File: config.mk
export PLATFORM = sky130hd
export DESIGN_NAME = dgcc_queue
export DESIGN_NICKNAME = d
export VERILOG_FILES = /design/src/rtl/dgcc_pkg.sv /design/src/rtl/dgcc_queue.sv
export SDC_FILE = /design/constraint.sdc
export NUM_CORES = 1
export LEC_CHECK = 0
export ABC_AREA = 1
export ABC_CLOCK_PERIOD_IN_PS = 1500
export BUFFER_PORTS_ARGS = -buffer_cell sky130_fd_sc_hd__buf_2
export CAP_MARGIN = 10
export CORE_ASPECT_RATIO = 0.7
export CORE_MARGIN = 2
export CORE_UTILIZATION = 45
export DETAILED_ROUTE_END_ITERATION = 8
export GPL_TIMING_DRIVEN = 0
export PLACE_DENSITY = 0.73
export SLEW_MARGIN = 40
export SYNTH_ARGS = -nofsm -noshare
export SYNTH_HDL_FRONTEND = slang
export SYNTH_SLANG_ARGS = --single-unit
File: constraint.sdc
create_clock -name i_clk -period 1.5 [get_ports i_clk]
set_clock_uncertainty 0.15 [all_clocks]
set_input_delay 0.225 -clock i_clk [delete_from_list [all_inputs] [get_ports i_clk]]
set_output_delay 0.225 -clock i_clk [all_outputs]
set_load 0.01 [all_outputs]
File: src/rtl/dgcc_pkg.sv
// shared types and constants for the dependency graph cycle check
package dgcc_pkg;

    localparam int NODES  = 64;
    localparam int NODE_W = $clog2(NODES);
    localparam int CNT_W  = $clog2(NODES + 1);
    localparam int PARTS  = NODES / 8;
    localparam int PART_W = 4;

    typedef logic [NODE_W-1:0] t_node;
    typedef logic [CNT_W-1:0]  t_cnt;
    typedef logic [NODES-1:0]  t_row;

    // one queued item after classification
    typedef struct packed {
        logic  store;
        logic  check;
        t_node from_node;
        t_node to_node;
    } t_edge_cmd;

    // queue status seen by the back end
    typedef struct packed {
        logic      empty;
        t_edge_cmd head;
    } t_queue_stat;

    // back end status seen by the front end
    typedef struct packed {
        logic done;
        logic acyclic;
    } t_back_stat;

    typedef enum logic [3:0] {
        ST_IDLE,
        ST_EDGE_WR,
        ST_CNT_RD,
        ST_CNT_PART,
        ST_CNT_WR,
        ST_POP,
        ST_ROW_RD,
        ST_ROW_LD,
        ST_SCAN,
        ST_DEC,
        ST_DONE
    } t_state;

endpackage

File: src/rtl/dgcc_queue.sv
// two-entry queue of classified items between front and back end
module dgcc_queue (
    input  logic                  i_clk,
    input  logic                  i_rst_n,
    input  logic                  i_push,
    input  dgcc_pkg::t_edge_cmd   i_cmd,
    input  logic                  i_pop,
    output dgcc_pkg::t_queue_stat o_stat,
    output logic                  o_full
);
    import dgcc_pkg::*;

    t_edge_cmd  r_mem [2];
    logic       r_wr_ptr, n_wr_ptr;
    logic       r_rd_ptr, n_rd_ptr;
    logic [1:0] r_count, n_count;
    logic       do_push, do_pop;

    assign do_push = i_push && (r_count != 2'd2);
    assign do_pop  = i_pop && (r_count != 2'd0);

    always_comb begin
        n_wr_ptr = do_push ? ~r_wr_ptr : r_wr_ptr;
        n_rd_ptr = do_pop ? ~r_rd_ptr : r_rd_ptr;
        n_count  = r_count;
        if (do_push && !do_pop) begin
            n_count = r_count + 2'd1;
        end else if (do_pop && !do_push) begin
            n_count = r_count - 2'd1;
        end
    end

    always_ff @(posedge i_clk) begin
        if (!i_rst_n) begin
            r_wr_ptr <= 1'b0;
            r_rd_ptr <= 1'b0;
            r_count  <= 2'd0;
        end else begin
            r_wr_ptr <= n_wr_ptr;
            r_rd_ptr <= n_rd_ptr;
            r_count  <= n_count;
        end
    end

    always_ff @(posedge i_clk) begin
        if (do_push) begin
            r_mem[r_wr_ptr] <= i_cmd;
        end
    end

    assign o_stat.empty = (r_count == 2'd0);
    assign o_stat.head  = r_mem[r_rd_ptr];
    assign o_full       = (r_count == 2'd2);

endmodule

* After elaboration in Yosys (flattened, before gate mapping)
Memories as Yosys holds them, arrays and structs flattened. A register that Yosys moved wholly into a read port is not among the register bits.
Cells that the tools add are included.
** Cells by class
- Add/subtract/negate cells :: 2
- Eq/ne operators :: 2
- Multiplexer cells :: 6
- Bitwise gates (word level) :: 2
- Reductions and logical operators :: 9
** Operators by type and width (number)
- $logic_and A1 B1 Y1 :: 4
- $mux W1 :: 4
- $mux W2 :: 2
- $reduce_bool A2 Y1 :: 2
- $add A2 B1 Y2 const B :: 1
- $eq A2 B2 Y1 const B :: 1
- $logic_not A1 Y1 :: 2
- $logic_not A2 Y1 :: 1
- $ne A2 B2 Y1 const B :: 1
- $not A1 Y1 :: 2
- $sub A2 B1 Y2 const B :: 1
** Word-level totals
- Register bits :: 4
- Memory bits (writable) :: 28
- Word-level logic and storage cells :: 25
- Memories :: 1
** Memories
- r_mem :: depth 2, width 14, read ports 1, clocked after memory_dff 1, write ports 1, RTL line dgcc_queue.sv:13 : t_edge_cmd r_mem [2];

* Logic depth before layout (Yosys ltp)
Gate-level depths: netlist of the first run.
- Depth in word-level cells :: 6
- Depth in mapped cells :: 10

* Least setup slack after synthesis of the first run
No wires, ideal clock.
- Kind :: reg2reg
- From :: register r_count[0]
- To :: memory r_mem[1][0] (netlist bit), enable pin
- Arrival time :: 1.090 ns
- Data required time :: 0.966 ns
- Path slack :: -0.124 ns
- Stages on the path, launching flop included :: 3
- Cells stage by stage :: dfxtp_1 o21ai_2 nor2_1
** Between the ends
- Word-level cells in the longest chain between the ends :: 4
** Ends and longest elaborated chain
- from (decl) :: RTL line dgcc_queue.sv:16 : logic [1:0] r_count, n_count;
- from (signal assigned) :: RTL line dgcc_queue.sv:41 : r_count <= n_count;
- $ne A2 B2 Y1 :: RTL line dgcc_queue.sv:19 : assign do_push = i_push && (r_count != 2'd2);
- $logic_and A1 B1 Y1 :: RTL line dgcc_queue.sv:19
- $mux W1 :: RTL line dgcc_queue.sv:46 : if (do_push) begin
- $mux W1 (not written as such) :: RTL line dgcc_queue.sv:47 : r_mem[r_wr_ptr] <= i_cmd;
- to (decl) :: RTL line dgcc_queue.sv:13
Every way passes these cells.

==> results of run 1 <==
[registers in the layout, indices dropped and copies added, names as in the netlist, named ones only]
signal,cells
r_rd_ptr,1
r_mem,28
r_wr_ptr,1
r_count,2
[per-layer routing]
| metal | vias up | global-route usage |
|---|---|---|
| li1 | 401 | - |
| met1 | 386 | 0.1771 |
| met2 | 19 | 0.2554 |
| met3 | 0 | 0.04157 |
| met4 | 0 | 0.07347 |
| met5 | - | 0 |
[timing repair]
| action | CTS | global route |
|---|---|---|
| endpoints found under the hold margin | 28 | 0 |
| hold buffers | 14 | 0 |
| pin swaps | 2 | 2 |
| buffers inserted | 1 | 2 |
| resized for setup | 18 | 23 |
| gates cloned | 0 | 1 |
| endpoints found under the setup margin | 44 | 16 |
[cell families after synthesis]
group / after synthesis / synth area share
flip-flops: 33 / 0.7498
AND/OR/NAND/NOR: 19 / 0.05982
multiplexers: 14 / 0.1256
buffers and inverters: 10 / 0.03589
AO/OA/AOI/OAI: 4 / 0.01894
adder cells (fa/ha/maj): 1 / 0.009968
[worst max path at each step]
stage | startpoint | end | slack (ns) | cells after the start
CTS | flop | o_stat[5] | -0.14 | 3
global placement | r_count[0]$_SDFFE_PN0P_ | r_mem[1][4]$_DFFE_PP_ | -0.46 | 2
finish | flop | o_stat[0] | -0.11 | 3
detailed placement | r_count[0]$_SDFFE_PN0P_ | r_mem[0][4]$_DFFE_PP_ | -0.15 | 2
floorplan | r_count[0]$_SDFFE_PN0P_ | r_mem[1][0]$_DFFE_PP_ | -0.12 | 2
global route | flop | o_stat[0] | -0.15 | 3
[critical path, cell delays in order (launching register included)]
cell and delay [ns]:
sky130_fd_sc_hd__dfxtp_4 0.38, sky130_fd_sc_hd__clkbuf_16 0.16, sky130_fd_sc_hd__mux2_4 0.30, sky130_fd_sc_hd__buf_6 0.12
[power groups by stage]
stage / Sequential (mW) / Combinational [mW] / Clock (mW)
floorplan: 1.24 / 0.459 / 0
global placement: 1.25 / 0.660 / 0
detailed placement: 1.26 / 0.678 / 0
CTS: 1.25 / 0.861 / 0.618
global route: 1.29 / 1.16 / 0.664
finish: 1.27 / 1.07 / 0.611
[area by class of cell]
type | instances | share of cell area
Tap cell | 34 | 0.02214
Inverter | 9 | 0.01758
Clock inverter | 1 | 0.002604
Sequential cell | 33 | 0.4941
Clock buffer | 7 | 0.03971
Timing Repair Buffer | 51 | 0.2298
Multi-Input combinational cell | 38 | 0.1862
Buffer | 1 | 0.007813
[cell usage in the layout, fill, tap and decap left out]
master and instances:
sky130_fd_sc_hd__edfxtp_1 28, sky130_fd_sc_hd__mux2_4 13, sky130_fd_sc_hd__clkinv_2 1, sky130_fd_sc_hd__nor2_2 2
sky130_fd_sc_hd__inv_1 8, sky130_fd_sc_hd__dlygate4sd3_1 14, sky130_fd_sc_hd__a21oi_1 1, sky130_fd_sc_hd__ha_4 1
sky130_fd_sc_hd__o21ai_4 1, sky130_fd_sc_hd__dfxtp_1 2, sky130_fd_sc_hd__dfxtp_2 1, sky130_fd_sc_hd__nor2_4 2
sky130_fd_sc_hd__inv_2 1, sky130_fd_sc_hd__dfxtp_4 2, sky130_fd_sc_hd__nor2_1 7, sky130_fd_sc_hd__buf_4 1
sky130_fd_sc_hd__clkbuf_8 5, sky130_fd_sc_hd__mux2_2 1, sky130_fd_sc_hd__buf_2 20, sky130_fd_sc_hd__nand3_1 1
sky130_fd_sc_hd__buf_6 15, sky130_fd_sc_hd__clkbuf_16 1, sky130_fd_sc_hd__buf_8 1, sky130_fd_sc_hd__nand4_1 1
sky130_fd_sc_hd__o21ai_0 2, sky130_fd_sc_hd__clkbuf_1 2, sky130_fd_sc_hd__nand2_1 6
[per-stage QoR]
| stage | power (mW) | hold WS (ns) |
|---|---|---|
| 6_report | 2.953 | 0.06051 |
| 5_1_grt | 3.120 | 0.07722 |
| 4_1_cts | 2.730 | 0.05157 |
| 3_5_place_dp | 1.936 | 0.2663 |
| 3_3_place_gp | 1.909 | 0.2627 |
| 2_1_floorplan | 1.696 | 0.1739 |
==> impl_metrics.json, run 1 <==
{
  "outcome": "finished with violations",
  "violations": "negative setup slack",
  "cts_sinks": 33,
  "tightest_slew_ns": 0.4243,
  "coreArea_um2": 2552,
  "initial_core_util": 0.4917,
  "grt_first_pass_wirelength_mm": 3.270,
  "final-setup-viol-count": 13,
  "route.detailed.wl_per_inst_um": 13.08,
  "syn_nets": 100,
  "maxCapViolCount": 0,
  "clkSlewWorstSetupHoldPaths_ns": 0.06,
  "grt_util_all_layers": 0.1477,
  "wirelength_routed_mm": 2.276,
  "vias_in_the_first_global_route": 757,
  "postSynthAreaPerCell_um2": 15.49,
  "layout.nets": 158,
  "grt_overflow_total": 0,
  "syn_inst": 81,
  "postSynth.asyncResetShare": 0,
  "fillers": 177,
  "post_synth_main_area_contributors": "sky130_fd_sc_hd__edfxtp_1 67%, sky130_fd_sc_hd__mux2_2 13%, sky130_fd_sc_hd__dfxtp_1 8.0%",
  "placed_cells_incl_taps": 148,
  "synth.lib_cells_used.distinct": 13,
  "max_freq_ghz": 0.6230,
  "p_comb_frac": 0.362,
  "route.antenna.remaining_nets": 0,
  "antenna_cells": 0,
  "die_w_um": 67.12,
  "drc": 0,
  "post_drt_via_cell_ratio": 4.632,
  "netSwitchingPower_uw": 846.6,
  "reg2reg_depth": 9,
  "hold_path_end": "r_count[1]$_SDFFE_PN0P_",
  "worstHoldStart": "i_rst_n",
  "ir_worst_vdd_mv": 1.156,
  "ys_ff_latch": 33,
  "finalMaxSlewViolations": 0,
  "synth_top_cells_by_count": "28 x sky130_fd_sc_hd__edfxtp_1, 14 x sky130_fd_sc_hd__mux2_2, 11 x sky130_fd_sc_hd__nor2_1",
  "port_buffers": 33,
  "die_h_um": 48.19,
  "dpl.hpwl_mm": 1.342,
  "met2WireLength_mm": 1.216,
  "fin_ws_ns": -0.1051,
  "timing.critical_path.fanout_max": 5,
  "postSynth.topFlopCell": "sky130_fd_sc_hd__edfxtp_1",
  "power_leakage_nw": 0.7890,
  "clock_power_share": 0.207,
  "tritoncts": "built",
  "met1_routed_length_um": 979,
  "sequentialPowerShare": 0.431,
  "synth.top_cell.area_share": 0.6700,
  "placedInstanceArea_um2": 1468,
  "final_core_util": 0.7529,
  "io_pins": 34,
  "worstPathArrival_ns": 1.23,
  "clockBufferDepth": 2,
  "regToRegSetupSlack_ns": 0.04,
  "worst_setup_sp_type": "flop",
  "dr.pass1.iters": 4,
  "grt_setup_unrepaired": "true",
  "top_layer": "met3",
  "setup_total_neg_slack_ns": -1.152,
  "p_int_mw": 2.107,
  "clock_latency_on_the_worst_skew_pair_ns": 0.27,
  "r2r_end": "r_count[1]$_SDFFE_PN0P_",
  "max_slew_margin": 0.7165,
  "postLayoutCellArea_um2": 1922,
  "hold_violations": 0,
  "dr.first_iter.drc_count": 40,
  "register_area_um2": 949.7,
  "yosys_warnings": 0,
  "clock-root-buffer": "sky130_fd_sc_hd__clkbuf_8",
  "antenna_found_initial": 0,
  "p_per_area_nw_per_um2": 1537,
  "syn_area_um2": 1255,
  "hold_path_depth": 3,
  "combined_area_of_the_multi_input_logic_cells_um2": 357.8,
  "fin_crit_ns": 1.605,
  "ratio_of_final_minimum_period_to_clock_period": 1.070,
  "post-synth-top-area-cell": "sky130_fd_sc_hd__edfxtp_1",
  "pre_cts_slack_ns": -0.1537,
  "detailroute.via_count": 806,
  "dieArea_um2": 3234,
  "worst_r2r_startpoint": "r_count[1]$_SDFFE_PN0P_",
  "place_congestion": 0.7170,
  "synth.most_common_cell": "sky130_fd_sc_hd__edfxtp_1",
  "critPathKind": "flop to output pin",
  "finalNonFillerCells": 174,
  "synth_enable_flop_cells": 28,
  "power_switching_share": 0.2867,
  "final_layout_size_suffix_gt1_frac": 0.4857,
  "grt_start_max_net_pins": 15,
  "clock_buffers_created_by_tritoncts": 5,
  "worst_ep_required_time_ns": 1.12,
  "placementRows": 15,
  "clock_tree.htree_level_count": 2,
  "detail_route_met3_wl_um": 80,
  "syn2layout_area_growth_pct": 53.14,
  "hold_class": "input port to flop",
  "yosysSeqAreaShare": 0.7498,
  "critical_path_sink_type": "output pin"
}
No activity file was read; power rests on OpenSTA's default activity.
==> run 2, diff against run 1 <==
--- a/config.mk
+++ b/config.mk
@@ -9,7 +9,7 @@
 export ABC_CLOCK_PERIOD_IN_PS = 1500
 export BUFFER_PORTS_ARGS = -buffer_cell sky130_fd_sc_hd__buf_2
 export CAP_MARGIN = 10
-export CORE_ASPECT_RATIO = 0.7
+export CORE_ASPECT_RATIO = 0.8
 export CORE_MARGIN = 2
 export CORE_UTILIZATION = 45
 export DETAILED_ROUTE_END_ITERATION = 8
==> impl_metrics.json, run 2 (same netlist as run 1, synthesis figures left out) <==
{
  "final_layout_size_suffix_gt1_frac": 0.5374,
  "antenna_cells": 0,
  "max_slew_margin": 0.7163,
  "critical_path_sink_type": "output pin",
  "outcome": "finished with violations",
  "final-setup-viol-count": 14,
  "clkSlewWorstSetupHoldPaths_ns": 0.10,
  "clock_latency_on_the_worst_skew_pair_ns": 0.32,
  "detailroute.via_count": 855,
  "syn2layout_area_growth_pct": 60.62,
  "p_comb_frac": 0.407,
  "p_int_mw": 2.165,
  "fin_crit_ns": 1.654,
  "hold_violations": 0,
  "dr.pass1.iters": 4,
  "tritoncts": "built",
  "fillers": 194,
  "clock_power_share": 0.179,
  "io_pins": 34,
  "layout.cells.most_common": "sky130_fd_sc_hd__edfxtp_1",
  "die_w_um": 63.04,
  "clockBufferDepth": 2,
  "critPathKind": "flop to output pin",
  "clock_tree.htree_level_count": 2,
  "layout.nets": 165,
  "sequentialPowerShare": 0.414,
  "fin_ws_ns": -0.1535,
  "finalMaxSlewViolations": 0,
  "route.detailed.wl_per_inst_um": 13.27,
  "final_core_util": 0.7462,
  "wirelength_routed_mm": 2.455,
  "largest_register_ffs": 28,
  "dr.first_iter.drc_count": 41,
  "die_h_um": 51.24,
  "place_congestion": 0.6044,
  "clock-root-buffer": "sky130_fd_sc_hd__clkbuf_4",
  "power_leakage_nw": 0.8359,
  "register_bank_with_the_most_flops": "r_mem",
  "worstPathArrival_ns": 1.28,
  "slowest_delay_ns": 0.39,
  "p_per_area_nw_per_um2": 1515,
  "grt_first_pass_wirelength_mm": 3.946,
  "coreArea_um2": 2701,
  "clock_buffers_created_by_tritoncts": 5,
  "worst_setup_sp_type": "flop",
  "max_freq_ghz": 0.6048,
  "timing.critical_path.fanout_max": 5,
  "layout_common_cells": "28 x sky130_fd_sc_hd__edfxtp_1, 19 x sky130_fd_sc_hd__buf_2, 16 x sky130_fd_sc_hd__buf_6, 15 x sky130_fd_sc_hd__dlygate4sd3_1, 14 x sky130_fd_sc_hd__mux2_4",
  "grt_start_max_net_pins": 15,
  "initial_core_util": 0.4646,
  "grt_util_all_layers": 0.1701,
  "placementRows": 17,
  "worst_ep_required_time_ns": 1.12,
  "largestRegisters": "r_mem: 28 flops, r_count: 2 flops",
  "antenna_found_initial": 0,
  "vias_in_the_first_global_route": 865,
  "cts_sinks": 33,
  "route.antenna.remaining_nets": 0,
  "ir_worst_vdd_mv": 0.7561,
  "port_buffers": 33,
  "drc": 0,
  "tightest_slew_ns": 0.4246,
  "maxCapViolCount": 0,
  "post_drt_via_cell_ratio": 4.622,
  "grt_overflow_total": 0,
  "cp_slowest_cell": "sky130_fd_sc_hd__dfxtp_4",
  "hold_class": "input port to flop",
  "setup_total_neg_slack_ns": -1.942,
  "power_switching_share": 0.2912,
  "grt_setup_unrepaired": "true",
  "violations": "negative setup slack",
  "dpl.hpwl_mm": 1.405,
  "netSwitchingPower_uw": 889.2,
  "path_cells": "clkbuf_16, mux2_4, buf_6",
  "ratio_of_final_minimum_period_to_clock_period": 1.102,
  "dieArea_um2": 3230
}
run 2: cell count changes in the layout (fill, tap and decap cells not counted), moves of 2 or more:
| cell | before | now |
|---|---|---|
| sky130_fd_sc_hd__buf_12 | 0 | 2 |
| sky130_fd_sc_hd__clkbuf_8 | 5 | 2 |
| sky130_fd_sc_hd__inv_2 | 1 | 4 |
| sky130_fd_sc_hd__nor2_4 | 2 | 4 |
| sky130_fd_sc_hd__buf_4 | 1 | 5 |
| sky130_fd_sc_hd__clkbuf_1 | 2 | 0 |
| sky130_fd_sc_hd__inv_1 | 8 | 5 |
| sky130_fd_sc_hd__nor2_2 | 2 | 0 |
| sky130_fd_sc_hd__clkbuf_4 | 0 | 5 |
run 2: final timing paths:
| check | start | depth (start not counted) | to | slack (ns) |
|---|---|---|---|---|
| worst max-delay path | flop | 3 | o_stat[0] | -0.15 |
| worst min-delay path | i_push | 5 | r_wr_ptr$_SDFFE_PN0P_ | 0.25 |
| worst max register to register | r_count[0]$_SDFFE_PN0P_ | 3 | r_mem[0][1]$_DFFE_PP_ | 0.04 |
| worst min register to register | r_rd_ptr$_SDFFE_PN0P_ | 2 | flop | 0.39 |
run 2: what timing repair did:
item,CTS,global route
endpoints found under the hold margin,29,0
endpoints found under the setup margin,44,31
setup buffers,4,5
pin swaps,3,6
cloned,0,1
hold buffers,15,0
resized for setup,33,16
run 2: cell type report:
| cell class | instances | area (µm²) | area share |
|---|---|---|---|
| clock inverter | 1 | 5.005 | 0.002483 |
| clock buffer | 7 | 65.06 | 0.03228 |
| multi-input combinational | 38 | 371.6 | 0.1844 |
| timing repair buffer | 58 | 528.0 | 0.2619 |
| tap | 38 | 47.55 | 0.02359 |
| inverter | 9 | 33.78 | 0.01676 |
| sequential | 33 | 949.7 | 0.4711 |
| buffer | 1 | 15.01 | 0.007449 |
run 2: per-stage QoR:
stage                     hold WS, ns  setup slack, ns  std cells  total power [mW]  cell area [µm²]
after floorplan                0.1739          -0.1240         81             1.696             1255
after global placement         0.2620          -0.4616        152             1.901             1468
after detailed placement       0.2661          -0.2137        152             1.946             1473
after CTS                      0.1642          -0.2002        179             2.835             1872
after global routing           0.2497          -0.2101        185             3.226             2016
final                          0.2513          -0.1535        185             3.054             2016
run 2: routing by layer:
layer,part of all wire,track usage,vias to the layer above
met3,0.060,0.05947,5
met4,0.015,0.08889,0
met2,0.51,0.2855,26
met5,0,0,-
li1,-,-,418
met1,0.41,0.1947,406
run 2: power by group through the flow:
stage          Combinational [mW]  Clock [mW]  Sequential, mW
2_1_floorplan               0.459           0            1.24
6_report                     1.24       0.545            1.27
4_1_cts                      1.01       0.569            1.25
5_1_grt                      1.33       0.607            1.28
3_5_place_dp                0.685           0            1.26
3_3_place_gp                0.653           0            1.25
run 2: worst max-delay path: cells and delay by family, from the launching register on:
family	cells	cell delay, ns
buf+inv	2	0.27
flops	1	0.39
mux	1	0.30
